`src/hdl/ksp_pkg.sv`:
```
// ----------------------------------------------------------------------------
// ksp_pkg
// Shared constants, codes and types of the knot span search block.
// ----------------------------------------------------------------------------
package ksp_pkg;

   localparam int MAX_KNOTS_DEF   = 64;
   localparam int CMD_QUEUE_DEPTH = 2;
   localparam int RSP_QUEUE_DEPTH = 2;

   localparam int KNOT_W      = 32;
   localparam int INDEX_W     = 6;
   localparam int IDX_W       = 7;
   localparam int SPAN_W      = 6;
   localparam int MULT_W      = 7;
   localparam int DEG_W       = 4;
   localparam int TOL_W       = 16;
   localparam int CSR_INDEX_W = 2;
   localparam int CSR_DATA_W  = 16;

   localparam logic OP_LOAD  = 1'b0;
   localparam logic OP_QUERY = 1'b1;

   localparam logic [CSR_INDEX_W-1:0] CSR_DEGREE    = 2'd0;
   localparam logic [CSR_INDEX_W-1:0] CSR_COUNT     = 2'd1;
   localparam logic [CSR_INDEX_W-1:0] CSR_TOLERANCE = 2'd2;

   localparam logic [DEG_W-1:0] DEGREE_RESET    = 4'd3;
   localparam logic [IDX_W-1:0] COUNT_RESET     = 7'd8;
   localparam logic [TOL_W-1:0] TOLERANCE_RESET = 16'd1;

   typedef struct packed {
      logic [DEG_W-1:0] degree;
      logic [IDX_W-1:0] count;
      logic [TOL_W-1:0] tolerance;
   } ksp_cfg_type;

   typedef struct packed {
      logic                     is_query;
      logic [INDEX_W-1:0]       index;
      logic signed [KNOT_W-1:0] value;
   } ksp_cmd_type;

   typedef struct packed {
      logic [SPAN_W-1:0] span_index;
      logic [MULT_W-1:0] multiplicity;
   } ksp_rsp_type;

   typedef enum logic [2:0] {
      ST_IDLE,
      ST_SCAN,
      ST_STEP,
      ST_FETCH_B,
      ST_EVAL,
      ST_OUT
   } ksp_state_type;

   typedef enum logic [1:0] {
      PH_BOUND,
      PH_FWD,
      PH_BACK,
      PH_BIN
   } ksp_phase_type;

endpackage

```
`src/hdl/knot_span_search.sv`:
```
// ----------------------------------------------------------------------------
// knot_span_search
// Knot table with span index search and knot multiplicity count.
// ----------------------------------------------------------------------------
// Usage:
//   Request queue: drive req_* and raise push; the item is taken at a clock
//   edge with push high and full low. req_op low loads req_knot_value into
//   table entry req_knot_index, req_op high queries req_param_u.
//   Result queue: while empty is low, rsp_span_index and
//   rsp_knot_multiplicity show the oldest result; pop high takes it.
//   Loads give no result. Registers are written through csr_we, csr_index
//   and csr_wdata; the user must write them only while the block is idle,
//   as the block itself does not enforce this. A load is written to the
//   table from the idle state. A query runs the multiplicity scan over the
//   knots in use; with at least 2 * degree + 2 of them it then runs the
//   domain checks and a binary search or a walk that checks one span after
//   another, then hands off its result. The single read port of the knot
//   table sets the pace. Items are worked one after the other.
//   A stalled result queue holds the sequencer; the two-entry request
//   queue keeps taking items until it fills.
//   Reset empties both queues and restores the registers to degree 3,
//   8 knots and tolerance 1. The knot table is not cleared.
// ----------------------------------------------------------------------------
module knot_span_search #(
   parameter int MAX_KNOTS = ksp_pkg::MAX_KNOTS_DEF
) (
   input  logic                                  clock,
   input  logic                                  reset,
   input  logic                                  push,
   output logic                                  full,
   input  logic                                  req_op,
   input  logic [ksp_pkg::INDEX_W-1:0]           req_knot_index,
   input  logic signed [ksp_pkg::KNOT_W-1:0]     req_knot_value,
   input  logic signed [ksp_pkg::KNOT_W-1:0]     req_param_u,
   output logic                                  empty,
   input  logic                                  pop,
   output logic [ksp_pkg::SPAN_W-1:0]            rsp_span_index,
   output logic [ksp_pkg::MULT_W-1:0]            rsp_knot_multiplicity,
   input  logic                                  csr_we,
   input  logic [ksp_pkg::CSR_INDEX_W-1:0]       csr_index,
   input  logic [ksp_pkg::CSR_DATA_W-1:0]        csr_wdata
);

   import ksp_pkg::*;

   ksp_cfg_type cfg_ff, cfg_in;
   ksp_cmd_type cmd;
   ksp_rsp_type rsp_new, rsp_head;
   logic        cmd_pop, cmd_empty;
   logic        rsp_push, rsp_full;

   always_comb begin
      cfg_in = cfg_ff;
      if (csr_we) begin
         case (csr_index)
            CSR_DEGREE:    cfg_in.degree    = csr_wdata[DEG_W-1:0];
            CSR_COUNT:     cfg_in.count     = csr_wdata[IDX_W-1:0];
            CSR_TOLERANCE: cfg_in.tolerance = csr_wdata[TOL_W-1:0];
            default: begin
            end
         endcase
      end
   end

   always_ff @(posedge clock) begin
      if (reset) begin
         cfg_ff.degree    <= DEGREE_RESET;
         cfg_ff.count     <= COUNT_RESET;
         cfg_ff.tolerance <= TOLERANCE_RESET;
      end else begin
         cfg_ff <= cfg_in;
      end
   end

   ksp_front #(
      .MAX_KNOTS   (MAX_KNOTS),
      .QUEUE_DEPTH (CMD_QUEUE_DEPTH)
   ) u_front (
      .clock          (clock),
      .reset          (reset),
      .req_op         (req_op),
      .req_knot_index (req_knot_index),
      .req_knot_value (req_knot_value),
      .req_param_u    (req_param_u),
      .push           (push),
      .full           (full),
      .cmd_pop        (cmd_pop),
      .cmd_empty      (cmd_empty),
      .cmd            (cmd)
   );

   ksp_back #(
      .MAX_KNOTS (MAX_KNOTS)
   ) u_back (
      .clock     (clock),
      .reset     (reset),
      .cfg       (cfg_ff),
      .cmd_empty (cmd_empty),
      .cmd       (cmd),
      .cmd_pop   (cmd_pop),
      .rsp_full  (rsp_full),
      .rsp_push  (rsp_push),
      .rsp       (rsp_new)
   );

   ksp_fifo #(
      .DATA_W ($bits(ksp_rsp_type)),
      .DEPTH  (RSP_QUEUE_DEPTH)
   ) u_rsp_fifo (
      .clock (clock),
      .reset (reset),
      .push  (rsp_push),
      .full  (rsp_full),
      .din   (rsp_new),
      .pop   (pop),
      .empty (empty),
      .dout  (rsp_head)
   );

   assign rsp_span_index        = rsp_head.span_index;
   assign rsp_knot_multiplicity = rsp_head.multiplicity;

   // sequencer never pushes a result into a full queue
   a_rsp_no_overflow: assert property (@(posedge clock) disable iff (reset)
      rsp_push |-> !rsp_full)
      else $error("result pushed while result queue full");

   // sequencer only takes an item that is waiting
   a_cmd_no_underflow: assert property (@(posedge clock) disable iff (reset)
      cmd_pop |-> !cmd_empty)
      else $error("item taken from empty request queue");

   // both queues come out of reset empty
   a_reset_clears: assert property (@(posedge clock)
      reset |=> (empty && !full && cmd_empty))
      else $error("queues not empty after reset");

endmodule

```
`src/hdl/ksp_fifo.sv`:
```
// ----------------------------------------------------------------------------
// ksp_fifo
// Small first-in first-out queue with full and empty flags.
// ----------------------------------------------------------------------------
module ksp_fifo #(
   parameter int DATA_W = 8,
   parameter int DEPTH  = 2
) (
   input  logic              clock,
   input  logic              reset,
   input  logic              push,
   output logic              full,
   input  logic [DATA_W-1:0] din,
   input  logic              pop,
   output logic              empty,
   output logic [DATA_W-1:0] dout
);

   localparam int PTR_W = (DEPTH > 1) ? $clog2(DEPTH) : 1;
   localparam int CNT_W = $clog2(DEPTH + 1);
   localparam logic [PTR_W-1:0] LAST_PTR = PTR_W'(DEPTH - 1);
   localparam logic [CNT_W-1:0] FULL_CNT = CNT_W'(DEPTH);

   logic [DATA_W-1:0] entry_ff [DEPTH];
   logic [PTR_W-1:0]  wr_ptr_ff, wr_ptr_in;
   logic [PTR_W-1:0]  rd_ptr_ff, rd_ptr_in;
   logic [CNT_W-1:0]  count_ff, count_in;
   logic              do_push, do_pop;

   assign full    = (count_ff == FULL_CNT);
   assign empty   = (count_ff == '0);
   assign do_push = push && !full;
   assign do_pop  = pop && !empty;
   assign dout    = entry_ff[rd_ptr_ff];

   always_comb begin
      wr_ptr_in = wr_ptr_ff;
      rd_ptr_in = rd_ptr_ff;
      count_in  = count_ff;
      if (do_push) begin
         wr_ptr_in = (wr_ptr_ff == LAST_PTR) ? '0 : wr_ptr_ff + PTR_W'(1);
      end
      if (do_pop) begin
         rd_ptr_in = (rd_ptr_ff == LAST_PTR) ? '0 : rd_ptr_ff + PTR_W'(1);
      end
      if (do_push && !do_pop) begin
         count_in = count_ff + CNT_W'(1);
      end else if (do_pop && !do_push) begin
         count_in = count_ff - CNT_W'(1);
      end
   end

   always_ff @(posedge clock) begin
      if (reset) begin
         wr_ptr_ff <= '0;
         rd_ptr_ff <= '0;
         count_ff  <= '0;
      end else begin
         wr_ptr_ff <= wr_ptr_in;
         rd_ptr_ff <= rd_ptr_in;
         count_ff  <= count_in;
      end
   end

   always_ff @(posedge clock) begin
      if (do_push) begin
         entry_ff[wr_ptr_ff] <= din;
      end
   end

endmodule

```
`src/hdl/ksp_front.sv`:
```
// ----------------------------------------------------------------------------
// ksp_front
// Accepts request items, marks each as a load or a query, drops loads outside the table and queues the rest.
// ----------------------------------------------------------------------------
module ksp_front #(
   parameter int MAX_KNOTS   = ksp_pkg::MAX_KNOTS_DEF,
   parameter int QUEUE_DEPTH = ksp_pkg::CMD_QUEUE_DEPTH
) (
   input  logic                              clock,
   input  logic                              reset,
   input  logic                              req_op,
   input  logic [ksp_pkg::INDEX_W-1:0]       req_knot_index,
   input  logic signed [ksp_pkg::KNOT_W-1:0] req_knot_value,
   input  logic signed [ksp_pkg::KNOT_W-1:0] req_param_u,
   input  logic                              push,
   output logic                              full,
   input  logic                              cmd_pop,
   output logic                              cmd_empty,
   output ksp_pkg::ksp_cmd_type              cmd
);

   import ksp_pkg::*;

   ksp_cmd_type cmd_new;
   logic        in_range;
   logic        keep;

   // a load outside the table is taken and dropped here
   always_comb begin
      cmd_new.is_query = (req_op == OP_QUERY);
      cmd_new.index    = req_knot_index;
      cmd_new.value    = cmd_new.is_query ? req_param_u : req_knot_value;
      in_range         = (int'(req_knot_index) < MAX_KNOTS);
      keep             = cmd_new.is_query || in_range;
   end

   ksp_fifo #(
      .DATA_W ($bits(ksp_cmd_type)),
      .DEPTH  (QUEUE_DEPTH)
   ) u_cmd_fifo (
      .clock (clock),
      .reset (reset),
      .push  (push && keep),
      .full  (full),
      .din   (cmd_new),
      .pop   (cmd_pop),
      .empty (cmd_empty),
      .dout  (cmd)
   );

endmodule

```
`src/hdl/ksp_back.sv`:
```
// ----------------------------------------------------------------------------
// ksp_back
// Knot table and query sequencer: multiplicity scan, domain checks,
// clamping walks and binary span search over one memory read port.
// ----------------------------------------------------------------------------
module ksp_back #(
   parameter int MAX_KNOTS = ksp_pkg::MAX_KNOTS_DEF
) (
   input  logic                 clock,
   input  logic                 reset,
   input  ksp_pkg::ksp_cfg_type cfg,
   input  logic                 cmd_empty,
   input  ksp_pkg::ksp_cmd_type cmd,
   output logic                 cmd_pop,
   input  logic                 rsp_full,
   output logic                 rsp_push,
   output ksp_pkg::ksp_rsp_type rsp
);

   import ksp_pkg::*;

   localparam int ADDR_W  = (MAX_KNOTS > 1) ? $clog2(MAX_KNOTS) : 1;
   localparam int PROBE_W = $clog2(MAX_KNOTS + 1);
   localparam logic [PROBE_W-1:0] PROBE_LIMIT = PROBE_W'(MAX_KNOTS);

   logic signed [KNOT_W-1:0] knot_mem [MAX_KNOTS];
   logic signed [KNOT_W-1:0] rd_data_ff;
   logic                     mem_we;
   logic                     rd_en;
   logic [IDX_W-1:0]         rd_idx;

   ksp_state_type            state_ff, state_in;
   ksp_phase_type            phase_ff, phase_in;
   logic signed [KNOT_W-1:0] u_ff, u_in;
   logic signed [KNOT_W-1:0] ka_ff, ka_in;
   logic [IDX_W-1:0]         p_ff, p_in;
   logic [IDX_W-1:0]         m_ff, m_in;
   logic [IDX_W-1:0]         n_ff, n_in;
   logic                     short_ff, short_in;
   logic [IDX_W-1:0]         cursor_ff, cursor_in;
   logic [IDX_W-1:0]         lo_ff, lo_in;
   logic [IDX_W-1:0]         hi_ff, hi_in;
   logic [IDX_W-1:0]         b_idx_ff, b_idx_in;
   logic [PROBE_W-1:0]       probes_ff, probes_in;
   logic [IDX_W-1:0]         scan_idx_ff, scan_idx_in;
   logic                     scan_pend_ff, scan_pend_in;
   logic [MULT_W-1:0]        mult_ff, mult_in;
   logic [IDX_W-1:0]         span_ff, span_in;

   logic [IDX_W-1:0]         p_cfg, m_cfg;
   logic [IDX_W:0]           min_count;
   logic signed [KNOT_W+1:0] tol_w, neg_tol_w, rd_w, u_w, ka_w, u_diff, gap;
   logic                     in_tol, gap_empty;
   logic [IDX_W:0]           mid_sum_lo, mid_sum_hi, mid_sum_start;

   // knot table, one write or one registered read per cycle
   always_ff @(posedge clock) begin
      if (mem_we) begin
         knot_mem[ADDR_W'(cmd.index)] <= cmd.value;
      end
      if (rd_en) begin
         rd_data_ff <= knot_mem[ADDR_W'(rd_idx)];
      end
   end

   assign rsp.span_index   = span_ff[SPAN_W-1:0];
   assign rsp.multiplicity = mult_ff;

   always_comb begin
      p_cfg     = (cfg.degree == '0) ? IDX_W'(1) : IDX_W'(cfg.degree);
      m_cfg     = (int'(cfg.count) > MAX_KNOTS) ? IDX_W'(MAX_KNOTS) : cfg.count;
      min_count = {p_cfg, 1'b0} + (IDX_W + 1)'(2);

      tol_w     = {{(KNOT_W + 2 - TOL_W){1'b0}}, cfg.tolerance};
      neg_tol_w = -tol_w;
      rd_w      = {{2{rd_data_ff[KNOT_W-1]}}, rd_data_ff};
      u_w       = {{2{u_ff[KNOT_W-1]}}, u_ff};
      ka_w      = {{2{ka_ff[KNOT_W-1]}}, ka_ff};
      u_diff    = rd_w - u_w;
      gap       = rd_w - ka_w;
      in_tol    = (u_diff <= tol_w) && (u_diff >= neg_tol_w);
      gap_empty = (gap <= tol_w);

      mid_sum_lo    = {1'b0, lo_ff} + {1'b0, cursor_ff};
      mid_sum_hi    = {1'b0, cursor_ff} + {1'b0, hi_ff};
      mid_sum_start = {1'b0, p_ff} + {1'b0, n_ff} + (IDX_W + 1)'(1);
   end

   always_comb begin
      state_in     = state_ff;
      phase_in     = phase_ff;
      u_in         = u_ff;
      ka_in        = ka_ff;
      p_in         = p_ff;
      m_in         = m_ff;
      n_in         = n_ff;
      short_in     = short_ff;
      cursor_in    = cursor_ff;
      lo_in        = lo_ff;
      hi_in        = hi_ff;
      b_idx_in     = b_idx_ff;
      probes_in    = probes_ff;
      scan_idx_in  = scan_idx_ff;
      scan_pend_in = scan_pend_ff;
      mult_in      = mult_ff;
      span_in      = span_ff;
      cmd_pop      = 1'b0;
      mem_we       = 1'b0;
      rd_en        = 1'b0;
      rd_idx       = '0;
      rsp_push     = 1'b0;

      case (state_ff)
         ST_IDLE: begin
            if (!cmd_empty) begin
               cmd_pop = 1'b1;
               if (cmd.is_query) begin
                  u_in         = cmd.value;
                  p_in         = p_cfg;
                  m_in         = m_cfg;
                  n_in         = m_cfg - p_cfg - IDX_W'(2);
                  short_in     = ({1'b0, m_cfg} < min_count);
                  mult_in      = '0;
                  scan_idx_in  = '0;
                  scan_pend_in = 1'b0;
                  state_in     = ST_SCAN;
               end else begin
                  mem_we = 1'b1;
               end
            end
         end

         // reads stream out one per cycle, data is counted in the next cycle
         ST_SCAN: begin
            if (scan_idx_ff < m_ff) begin
               rd_en        = 1'b1;
               rd_idx       = scan_idx_ff;
               scan_idx_in  = scan_idx_ff + IDX_W'(1);
               scan_pend_in = 1'b1;
            end else begin
               scan_pend_in = 1'b0;
            end
            if (scan_pend_ff && in_tol) begin
               mult_in = mult_ff + MULT_W'(1);
            end
            if (scan_idx_ff >= m_ff && !scan_pend_ff) begin
               if (short_ff) begin
                  span_in  = '0;
                  state_in = ST_OUT;
               end else begin
                  phase_in = PH_BOUND;
                  state_in = ST_STEP;
               end
            end
         end

         ST_STEP: begin
            case (phase_ff)
               PH_BOUND: begin
                  rd_en    = 1'b1;
                  rd_idx   = p_ff;
                  b_idx_in = n_ff + IDX_W'(1);
                  state_in = ST_FETCH_B;
               end
               PH_FWD: begin
                  if (cursor_ff >= n_ff) begin
                     span_in  = cursor_ff;
                     state_in = ST_OUT;
                  end else begin
                     rd_en    = 1'b1;
                     rd_idx   = cursor_ff;
                     b_idx_in = cursor_ff + IDX_W'(1);
                     state_in = ST_FETCH_B;
                  end
               end
               PH_BACK: begin
                  if (cursor_ff <= p_ff) begin
                     span_in  = cursor_ff;
                     state_in = ST_OUT;
                  end else begin
                     rd_en    = 1'b1;
                     rd_idx   = cursor_ff;
                     b_idx_in = cursor_ff + IDX_W'(1);
                     state_in = ST_FETCH_B;
                  end
               end
               PH_BIN: begin
                  // unsorted table: give up and answer the last probe
                  if (probes_ff >= PROBE_LIMIT) begin
                     span_in  = cursor_ff;
                     state_in = ST_OUT;
                  end else begin
                     rd_en    = 1'b1;
                     rd_idx   = cursor_ff;
                     b_idx_in = cursor_ff + IDX_W'(1);
                     state_in = ST_FETCH_B;
                  end
               end
               default: begin
                  state_in = ST_IDLE;
               end
            endcase
         end

         ST_FETCH_B: begin
            ka_in    = rd_data_ff;
            rd_en    = 1'b1;
            rd_idx   = b_idx_ff;
            state_in = ST_EVAL;
         end

         // rd_data_ff holds the upper knot of the pair here
         ST_EVAL: begin
            state_in = ST_STEP;
            case (phase_ff)
               PH_BOUND: begin
                  if (u_ff <= ka_ff) begin
                     phase_in  = PH_FWD;
                     cursor_in = p_ff;
                  end else if (u_ff >= rd_data_ff) begin
                     phase_in  = PH_BACK;
                     cursor_in = n_ff;
                  end else begin
                     phase_in  = PH_BIN;
                     lo_in     = p_ff;
                     hi_in     = n_ff + IDX_W'(1);
                     cursor_in = mid_sum_start[IDX_W:1];
                     probes_in = '0;
                  end
               end
               PH_FWD: begin
                  if (gap_empty) begin
                     cursor_in = cursor_ff + IDX_W'(1);
                  end else begin
                     span_in  = cursor_ff;
                     state_in = ST_OUT;
                  end
               end
               PH_BACK: begin
                  if (gap_empty) begin
                     cursor_in = cursor_ff - IDX_W'(1);
                  end else begin
                     span_in  = cursor_ff;
                     state_in = ST_OUT;
                  end
               end
               PH_BIN: begin
                  if (u_ff < ka_ff) begin
                     hi_in     = cursor_ff;
                     cursor_in = mid_sum_lo[IDX_W:1];
                     probes_in = probes_ff + PROBE_W'(1);
                  end else if (u_ff >= rd_data_ff) begin
                     lo_in     = cursor_ff;
                     cursor_in = mid_sum_hi[IDX_W:1];
                     probes_in = probes_ff + PROBE_W'(1);
                  end else begin
                     span_in  = cursor_ff;
                     state_in = ST_OUT;
                  end
               end
               default: begin
                  state_in = ST_IDLE;
               end
            endcase
         end

         ST_OUT: begin
            if (!rsp_full) begin
               rsp_push = 1'b1;
               state_in = ST_IDLE;
            end
         end

         default: begin
            state_in = ST_IDLE;
         end
      endcase
   end

   always_ff @(posedge clock) begin
      if (reset) begin
         state_ff     <= ST_IDLE;
         phase_ff     <= PH_BOUND;
         scan_pend_ff <= 1'b0;
      end else begin
         state_ff     <= state_in;
         phase_ff     <= phase_in;
         scan_pend_ff <= scan_pend_in;
      end
   end

   always_ff @(posedge clock) begin
      u_ff        <= u_in;
      ka_ff       <= ka_in;
      p_ff        <= p_in;
      m_ff        <= m_in;
      n_ff        <= n_in;
      short_ff    <= short_in;
      cursor_ff   <= cursor_in;
      lo_ff       <= lo_in;
      hi_ff       <= hi_in;
      b_idx_ff    <= b_idx_in;
      probes_ff   <= probes_in;
      scan_idx_ff <= scan_idx_in;
      mult_ff     <= mult_in;
      span_ff     <= span_in;
   end

endmodule
```
`config.mk`:
```
export PLATFORM = sky130hd
export DESIGN_NAME = knot_span_search
export DESIGN_NICKNAME = d
export VERILOG_FILES = /design/src/hdl/ksp_pkg.sv /design/src/hdl/knot_span_search.sv /design/src/hdl/ksp_fifo.sv /design/src/hdl/ksp_front.sv /design/src/hdl/ksp_back.sv
export SDC_FILE = /design/constraint.sdc
export NUM_CORES = 2
export LEC_CHECK = 0
export BUFFER_PORTS_ARGS = -buffer_cell sky130_fd_sc_hd__buf_4
export CAP_MARGIN = 20
export CORE_ASPECT_RATIO = 2
export CORE_MARGIN = 1
export CORE_UTILIZATION = 60
export DETAILED_ROUTE_END_ITERATION = 12
export HOLD_SLACK_MARGIN = 0.08
export PLACE_DENSITY = 0.75
export SLEW_MARGIN = 0
export SYNTH_ARGS = -nofsm -noshare
export SYNTH_HDL_FRONTEND = slang
export SYNTH_SLANG_ARGS = --single-unit
```
`constraint.sdc`:
```
create_clock -name clock -period 13.15 [get_ports clock]
set_input_delay 2.63 -clock clock [delete_from_list [all_inputs] [get_ports clock]]
set_output_delay 2.63 -clock clock [all_outputs]
set_load 0.02 [all_outputs]
```
[After elaboration in Yosys (flattened, before gate mapping)]
Memories as Yosys holds them, arrays and structs flattened. A register that Yosys moved wholly into a read port is not among the register bits.
Index checks and enable logic that the tools add are counted.
Cells by class
  $add $sub $neg: 24
  $lt $le $gt $ge: 13
  equal/unequal tests: 40
  muxes and demuxes: 105
  bitwise gates (word level): 1
  reductions and logical operators: 48
Operators by type and width (number)
  7-bit two-way mux: 22
  6-bit two-way mux: 15
  7-bit case mux with 2 select lines: 5
  34-bit by 17-bit less-or-equal comparator with 1-bit output: 2
  32-bit by 32-bit subtractor with 33-bit output: 2
  6-bit case mux with 3 select lines: 3
  6-bit case mux with 4 select lines: 2
  7-bit by 1-bit adder with 7-bit output (second input constant): 5
  34-bit greater-or-equal comparator: 1
  16-bit negation with 34-bit output: 1
  3-bit two-way mux: 11
  32-bit greater-or-equal comparator: 1
  32-bit less-or-equal comparator: 1
  32-bit less-than comparator: 1
  32-bit two-way mux: 1
  1-bit two-way mux: 28
  7-bit case mux with 4 select lines: 1
  4-bit AND reduction: 6
  2-bit != test (second input constant): 11
  3-bit case mux with 6 select lines: 1
  7-bit by 7-bit adder with 8-bit output: 2
  2-bit two-way mux: 8
  2-bit by 1-bit != test with 1-bit output (second input constant): 8
  7-bit greater-or-equal comparator: 2
  45 further kinds: 91
Word-level totals
  bits in registers: 178
  bits in writable memories: 2152
  bits of input ports: 94
  output and inout bits: 15
  logic and storage cells: 260
  memories: 3
Memory list
  u_back.knot_mem: words 64, bits a word 32, rd ports 1, clocked after Yosys merged registers in 1, wr ports 1, RTL line ksp_back.sv:26  | logic signed [KNOT_W-1:0] knot_mem [MAX_KNOTS];
  u_front.u_cmd_fifo.entry_ff: words 2, bits a word 39, rd ports 1, clocked after Yosys merged registers in 1, wr ports 1, RTL line ksp_fifo.sv:24  | logic [DATA_W-1:0] entry_ff [DEPTH];
  u_rsp_fifo.entry_ff: words 2, bits a word 13, rd ports 1, clocked after Yosys merged registers in 1, wr ports 1, RTL line ksp_fifo.sv:24

[Depth between registers and ports, before layout]
  depth after elaboration: 8
  gate-level depth with buffers: 23

[Modules after synthesis]
Synthesis repeated with hierarchy kept, for this count alone.
Unflattened totals
  cells, all modules: 7596
  area total of the unflattened synthesis: 101802.6 sq um
By module, submodules not included
  ksp_back: times used 1, cells each 7235, area each 95902.0 sq um, seq. area each 66694.0 sq um
  ksp_fifo at u_front.u_cmd_fifo: times used 1, cells each 146, area each 3024.2 sq um, seq. area each 2442.3 sq um
  knot_span_search: times used 1, cells each 114, area each 1182.4 sq um, seq. area each 540.5 sq um
  ksp_fifo at u_rsp_fifo: times used 1, cells each 65, area each 1149.9 sq um, seq. area each 880.8 sq um
  ksp_front: times used 1, cells each 36, area each 544.3 sq um, seq. area each 0.0 sq um

[Worst setup path before layout]
No wires, ideal clock.
  kind: input to register
  from: in push
  to: mem u_front.u_cmd_fifo.entry_ff[0][0] (netlist bit), enable pin
  data arrival time: 4.360 ns
  slack: 8.355 ns
  stages: 2
  path buffers: 0
  cells stage by stage: nand2_1 > nor2_1
On the way
  word-level cells in the longest chain between the ends: 3
Ends and longest elaborated chain
  from (decl): RTL line knot_span_search.sv:29  | input logic push,
  1-bit logical AND: RTL line ksp_fifo.sv:32  | assign do_push = push && !full;
  1-bit two-way mux: RTL line ksp_fifo.sv:66  | if (do_push) begin
  1-bit two-way mux (implied by the code): RTL line ksp_fifo.sv:67  | entry_ff[wr_ptr_ff] <= din;
  to (decl): RTL line ksp_fifo.sv:24
No other way between the ends.

[Worst setup path in the final report]
  from: reg u_back.cursor_ff[1]
  to: reg u_back.rd_data_ff[23] (read register of u_back.knot_mem) (data pin)
On the way
  word-level cells in the longest chain between the ends: 4
  elaborated cells on any way between the ends: 11
Ends and longest elaborated chain
  from (decl): RTL line ksp_back.sv:40  | logic [IDX_W-1:0] cursor_ff, cursor_in;
  from (signal assigned): RTL line ksp_back.sv:299  | cursor_ff <= cursor_in;
  7-bit by 4-bit less-or-equal comparator with 1-bit output or 7-bit greater-or-equal comparator (tied branches): RTL line ksp_back.sv:177, ksp_back.sv:166
  6-bit two-way mux, or another cell as far along: RTL line ksp_back.sv:177  | if (cursor_ff <= p_ff) begin
  6-bit case mux with 4 select lines or 1-bit case mux with 4 select lines (tied branches): RTL line ksp_back.sv:158  | case (phase_ff)
  6-bit case mux with 3 select lines or 1-bit case mux with 3 select lines (tied branches): RTL line ksp_back.sv:113  | case (state_ff)
  to (decl): RTL line ksp_back.sv:27  | logic signed [KNOT_W-1:0] rd_data_ff;
Several ways; a longest one is shown, not always the timed one.
A chain may end at the register's enable or synchronous reset.

==> flow_summary.yaml <==
route:
  routed_wirelength_um: 331000
  ant_nets: 0
  remaining_drc_errors: 0
  wl_per_cell_um: 33.9
  dr.first_iter.drc_count: 9508
  dr.pass1.iters: 8
  vias: 67700
  vias_per_cell: 6.94
setup_path:
  worstPathArrival_ns: 7.53
  crit_path_max_fanout: 117
  crit_type: "flop to flop"
  ff2ff_path_depth: 13
  cp-startpoint: "u_back.cursor_ff[1]"
  start_kind: "flop"
  required_ns: 13.77
  r2r_start: "u_back.cursor_ff[1]"
  end_kind: "flop"
worst_hold_path:
  hold_path_depth: 0
  hold_class: "flop to flop"
  min-delay-start: "u_back.span_ff[4]"
floorplan:
  start_util_pct: 60.4
  die_h_um: 581
  num_rows: 212
  io_pins: 109
  coreArea_um2: 167000
  die_area_um2: 169000
  die_w_um: 292
global_route:
  antenna_found_initial: 36
  grt_overflow_total: 0
  first_global_vias: 66500
  grt_pass1_wl_um: 464000
  grt_start_max_net_pins: 177
  grt.total_usage_pct: 38.9
cts:
  numCtsBuffers: 201
  cts_buffer_depth: 4
  path_clk_slew_ns: 0.07
  cts_tree: "built"
  htreeDepth: 4
  cts_resized: 0
  clockRootBuffer: "clkbuf_16"
  cts_setup_buffers: 0
  ctsHoldBuffers: 0
  cts_sinks: 2364
  clock_latency_ns: 0.87
timing:
  setup_violations: 0
  hold_viol_final: 0
  finClkSkew_ns: 0.0571
  min_period_ns: 6.91
  fin_crit_sh_pct: 52.5
  worst_pin_slew_ns: 1.37
  relSlewSlack_pct: 7.86
  drv_slew: 0
  max_clock_freq_mhz: 145
  final.setup.tns_ns: 0
  rsz0062_at_grt: "no"
final_layout:
  finish.instance_area_um2: 111000
  nFillCells: 11500
  synthToLayoutAreaGrowth_pct: 10.6
  stdcell_count: 9763
  fin_nets: 7761
  drive_gt1_share_pct: 11.9
synthesis:
  yosys_warnings: 0
  syn_inst: 7352
  synth_flop_cell: "edfxtp_1"
  syn_area_um2: 101000
  synth_seq_cells: 2364
  ys_async_sr_fraction_pct: 0
  yosysUniqueCellTypes: 92
  seq_area_frac_synth_pct: 70.1
  synth.avg_cell_area_um2: 13.7
  synth_edf_count: 2321
  syn_nets: 7667
power_and_ir_drop:
  ir_drop_mv: 0.214
  p_leak_nw: 38.0
  finalPower_mw: 24.3
  power_density_nw_per_um2: 218
run:
  timing.max_cap.violations: 0
place:
  io_buffers: 108
  post_dp_cell_area_um2: 105000
  dp.cells: 9373
  gp_congestion: 0.966
  hpwl_um: 204000
status:
  status: "finished, final reports clean"
## path summary, 6_finish.rpt
path | end | slack, ns
worst max-delay path | u_back.rd_data_ff[23] | 6.24
worst min-delay path | u_rsp_fifo.entry_ff[1][11] | 0.46
worst max register to register | u_back.rd_data_ff[23] | 6.24
worst min register to register | u_rsp_fifo.entry_ff[1][11] | 0.46
## worst max-delay path, cell delays in order, from the launching register on
cell       delay, ns
edfxtp_1        0.71
ha_1            0.34
nor2b_1         0.13
o21a_1          0.16
o21a_1          0.18
o31a_1          0.37
o311a_1         0.49
nor2_4          0.17
buf_12          0.42
buf_4           0.87
mux4_2          0.60
a2111oi_0       1.10
a32oi_1         0.44
and3_1          0.32
## layout by cell type (no fill, tap or decap), drive strengths merged, types with 23 or more instances in the layout
| cell | n |
|---|---|
| a2111oi | 32 |
| a211oi | 291 |
| a21o | 64 |
| a21oi | 286 |
| a222oi | 26 |
| a311oi | 50 |
| a31oi | 268 |
| a32oi | 45 |
| and3 | 312 |
| buf | 340 |
| clkbuf | 235 |
| clkinv | 86 |
| dfxtp | 43 |
| diode | 27 |
| edfxtp | 2321 |
| ha | 216 |
| inv | 163 |
| mux2 | 88 |
| mux2i | 100 |
| mux4 | 60 |
| nand2 | 1313 |
| nand2b | 23 |
| nand3 | 141 |
| nand4 | 46 |
| nor2 | 278 |
| nor2b | 31 |
| nor3 | 73 |
| nor4 | 25 |
| o2111ai | 32 |
| o21a | 24 |
| o21ai | 178 |
| o22ai | 66 |
| xnor2 | 59 |
| xor2 | 42 |
## routing by layer
| metal | routed length [um] | vias up | GRT usage, % |
|---|---|---|---|
| li1 | - | 28300 | - |
| met1 | 95900 | 33100 | 40.3 |
| met2 | 162000 | 4846 | 64.7 |
| met3 | 33100 | 1402 | 7.60 |
| met4 | 40200 | 14 | 39.3 |
| met5 | 94 | - | 0 |
## sequential cells by signal, indices dropped and copies added (netlist names), 26 cells and up, named ones only
name,flops
u_back.knot_mem,2048
u_front.u_cmd_fifo.entry_ff,78
u_back.ka_ff,32
u_back.rd_data_ff,32
u_back.u_ff,32
cfg_ff,27
u_rsp_fifo.entry_ff,26
## per-stage QoR
step / utilization (%) / hold WS (ns) / setup WS [ns]
3_5_place_dp: 62.8 / 0.441 / 6.44
5_1_grt: 66.7 / 0.470 / 6.17
3_3_place_gp: 62.7 / 0.432 / 4.80
2_1_floorplan: - / 0.421 / 8.35
6_report: 66.8 / 0.455 / 6.24
4_1_cts: 66.6 / 0.457 / 6.39
## synthesized netlist by cell type (10+ instances only)
cell type	instances	area share [%]
or3_1	17	0.11
inv_1	158	0.59
o21a_1	24	0.18
buf_4	18	0.13
nand4_1	46	0.29
ha_1	216	2.7
o2111ai_1	32	0.28
mux2i_1	100	1.0
a2111oi_0	32	0.28
a21oi_1	286	1.4
nand2_1	1311	4.9
o22ai_1	66	0.41
o221ai_1	10	0.087
o211ai_1	10	0.075
mux4_2	60	1.3
a222oi_1	26	0.26
xnor2_1	59	0.51
dfxtp_1	43	0.86
edfxtp_1	2321	69
nor3_1	72	0.36
o21ai_0	176	0.88
nand2b_1	23	0.14
a211oi_1	290	2.2
a31oi_1	268	1.7
a311oi_1	50	0.44
buf_1	43	0.16
nor4_1	24	0.15
clkbuf_1	279	1.0
a21o_1	64	0.48
nand3_1	141	0.70
mux2_2	88	0.99
a211o_1	14	0.12
nor2b_1	31	0.19
and3_1	312	1.9
a32oi_1	45	0.39
and2_1	19	0.12
nor2_1	276	1.0
buf_2	110	0.55
xor2_1	42	0.37
## cell type report
cell class	count	area (um^2)	share of cell area (%)
clock buffer	231	5170	4.65
sequential	2364	70600	63.4
timing repair buffer	346	2780	2.49
clock inverter	122	1170	1.05
antenna	27	67.6	0.0607
inverter	159	597	0.537
multi-input combinational	4374	28200	25.4
tap	2140	2680	2.41
## power breakdown
| part | total (mW) | leakage (nW) | internal (mW) | switching [mW] |
|---|---|---|---|---|
| sequential | 9.72 | 21.3 | 9.33 | 0.387 |
| combinational | 8.63 | 13.7 | 2.57 | 6.06 |
| clock | 5.93 | 3.10 | 3.25 | 2.68 |
## logic make-up (layout without fill, tap and decap cells)
kind of cell	Yosys count	after routing	synth area share [%]
DFF	2364	2364	70.1
xor gates and xnor gates	101	101	0.879
AOI/OAI and AO/OA	1499	1499	10.1
buffers and inverters	614	858	2.54
other	0	27	0
adders and majority gates	221	221	2.79
muxes	248	248	3.32
and+or+nand+nor	2305	2305	10.2
(Power assumes the default switching activity.)
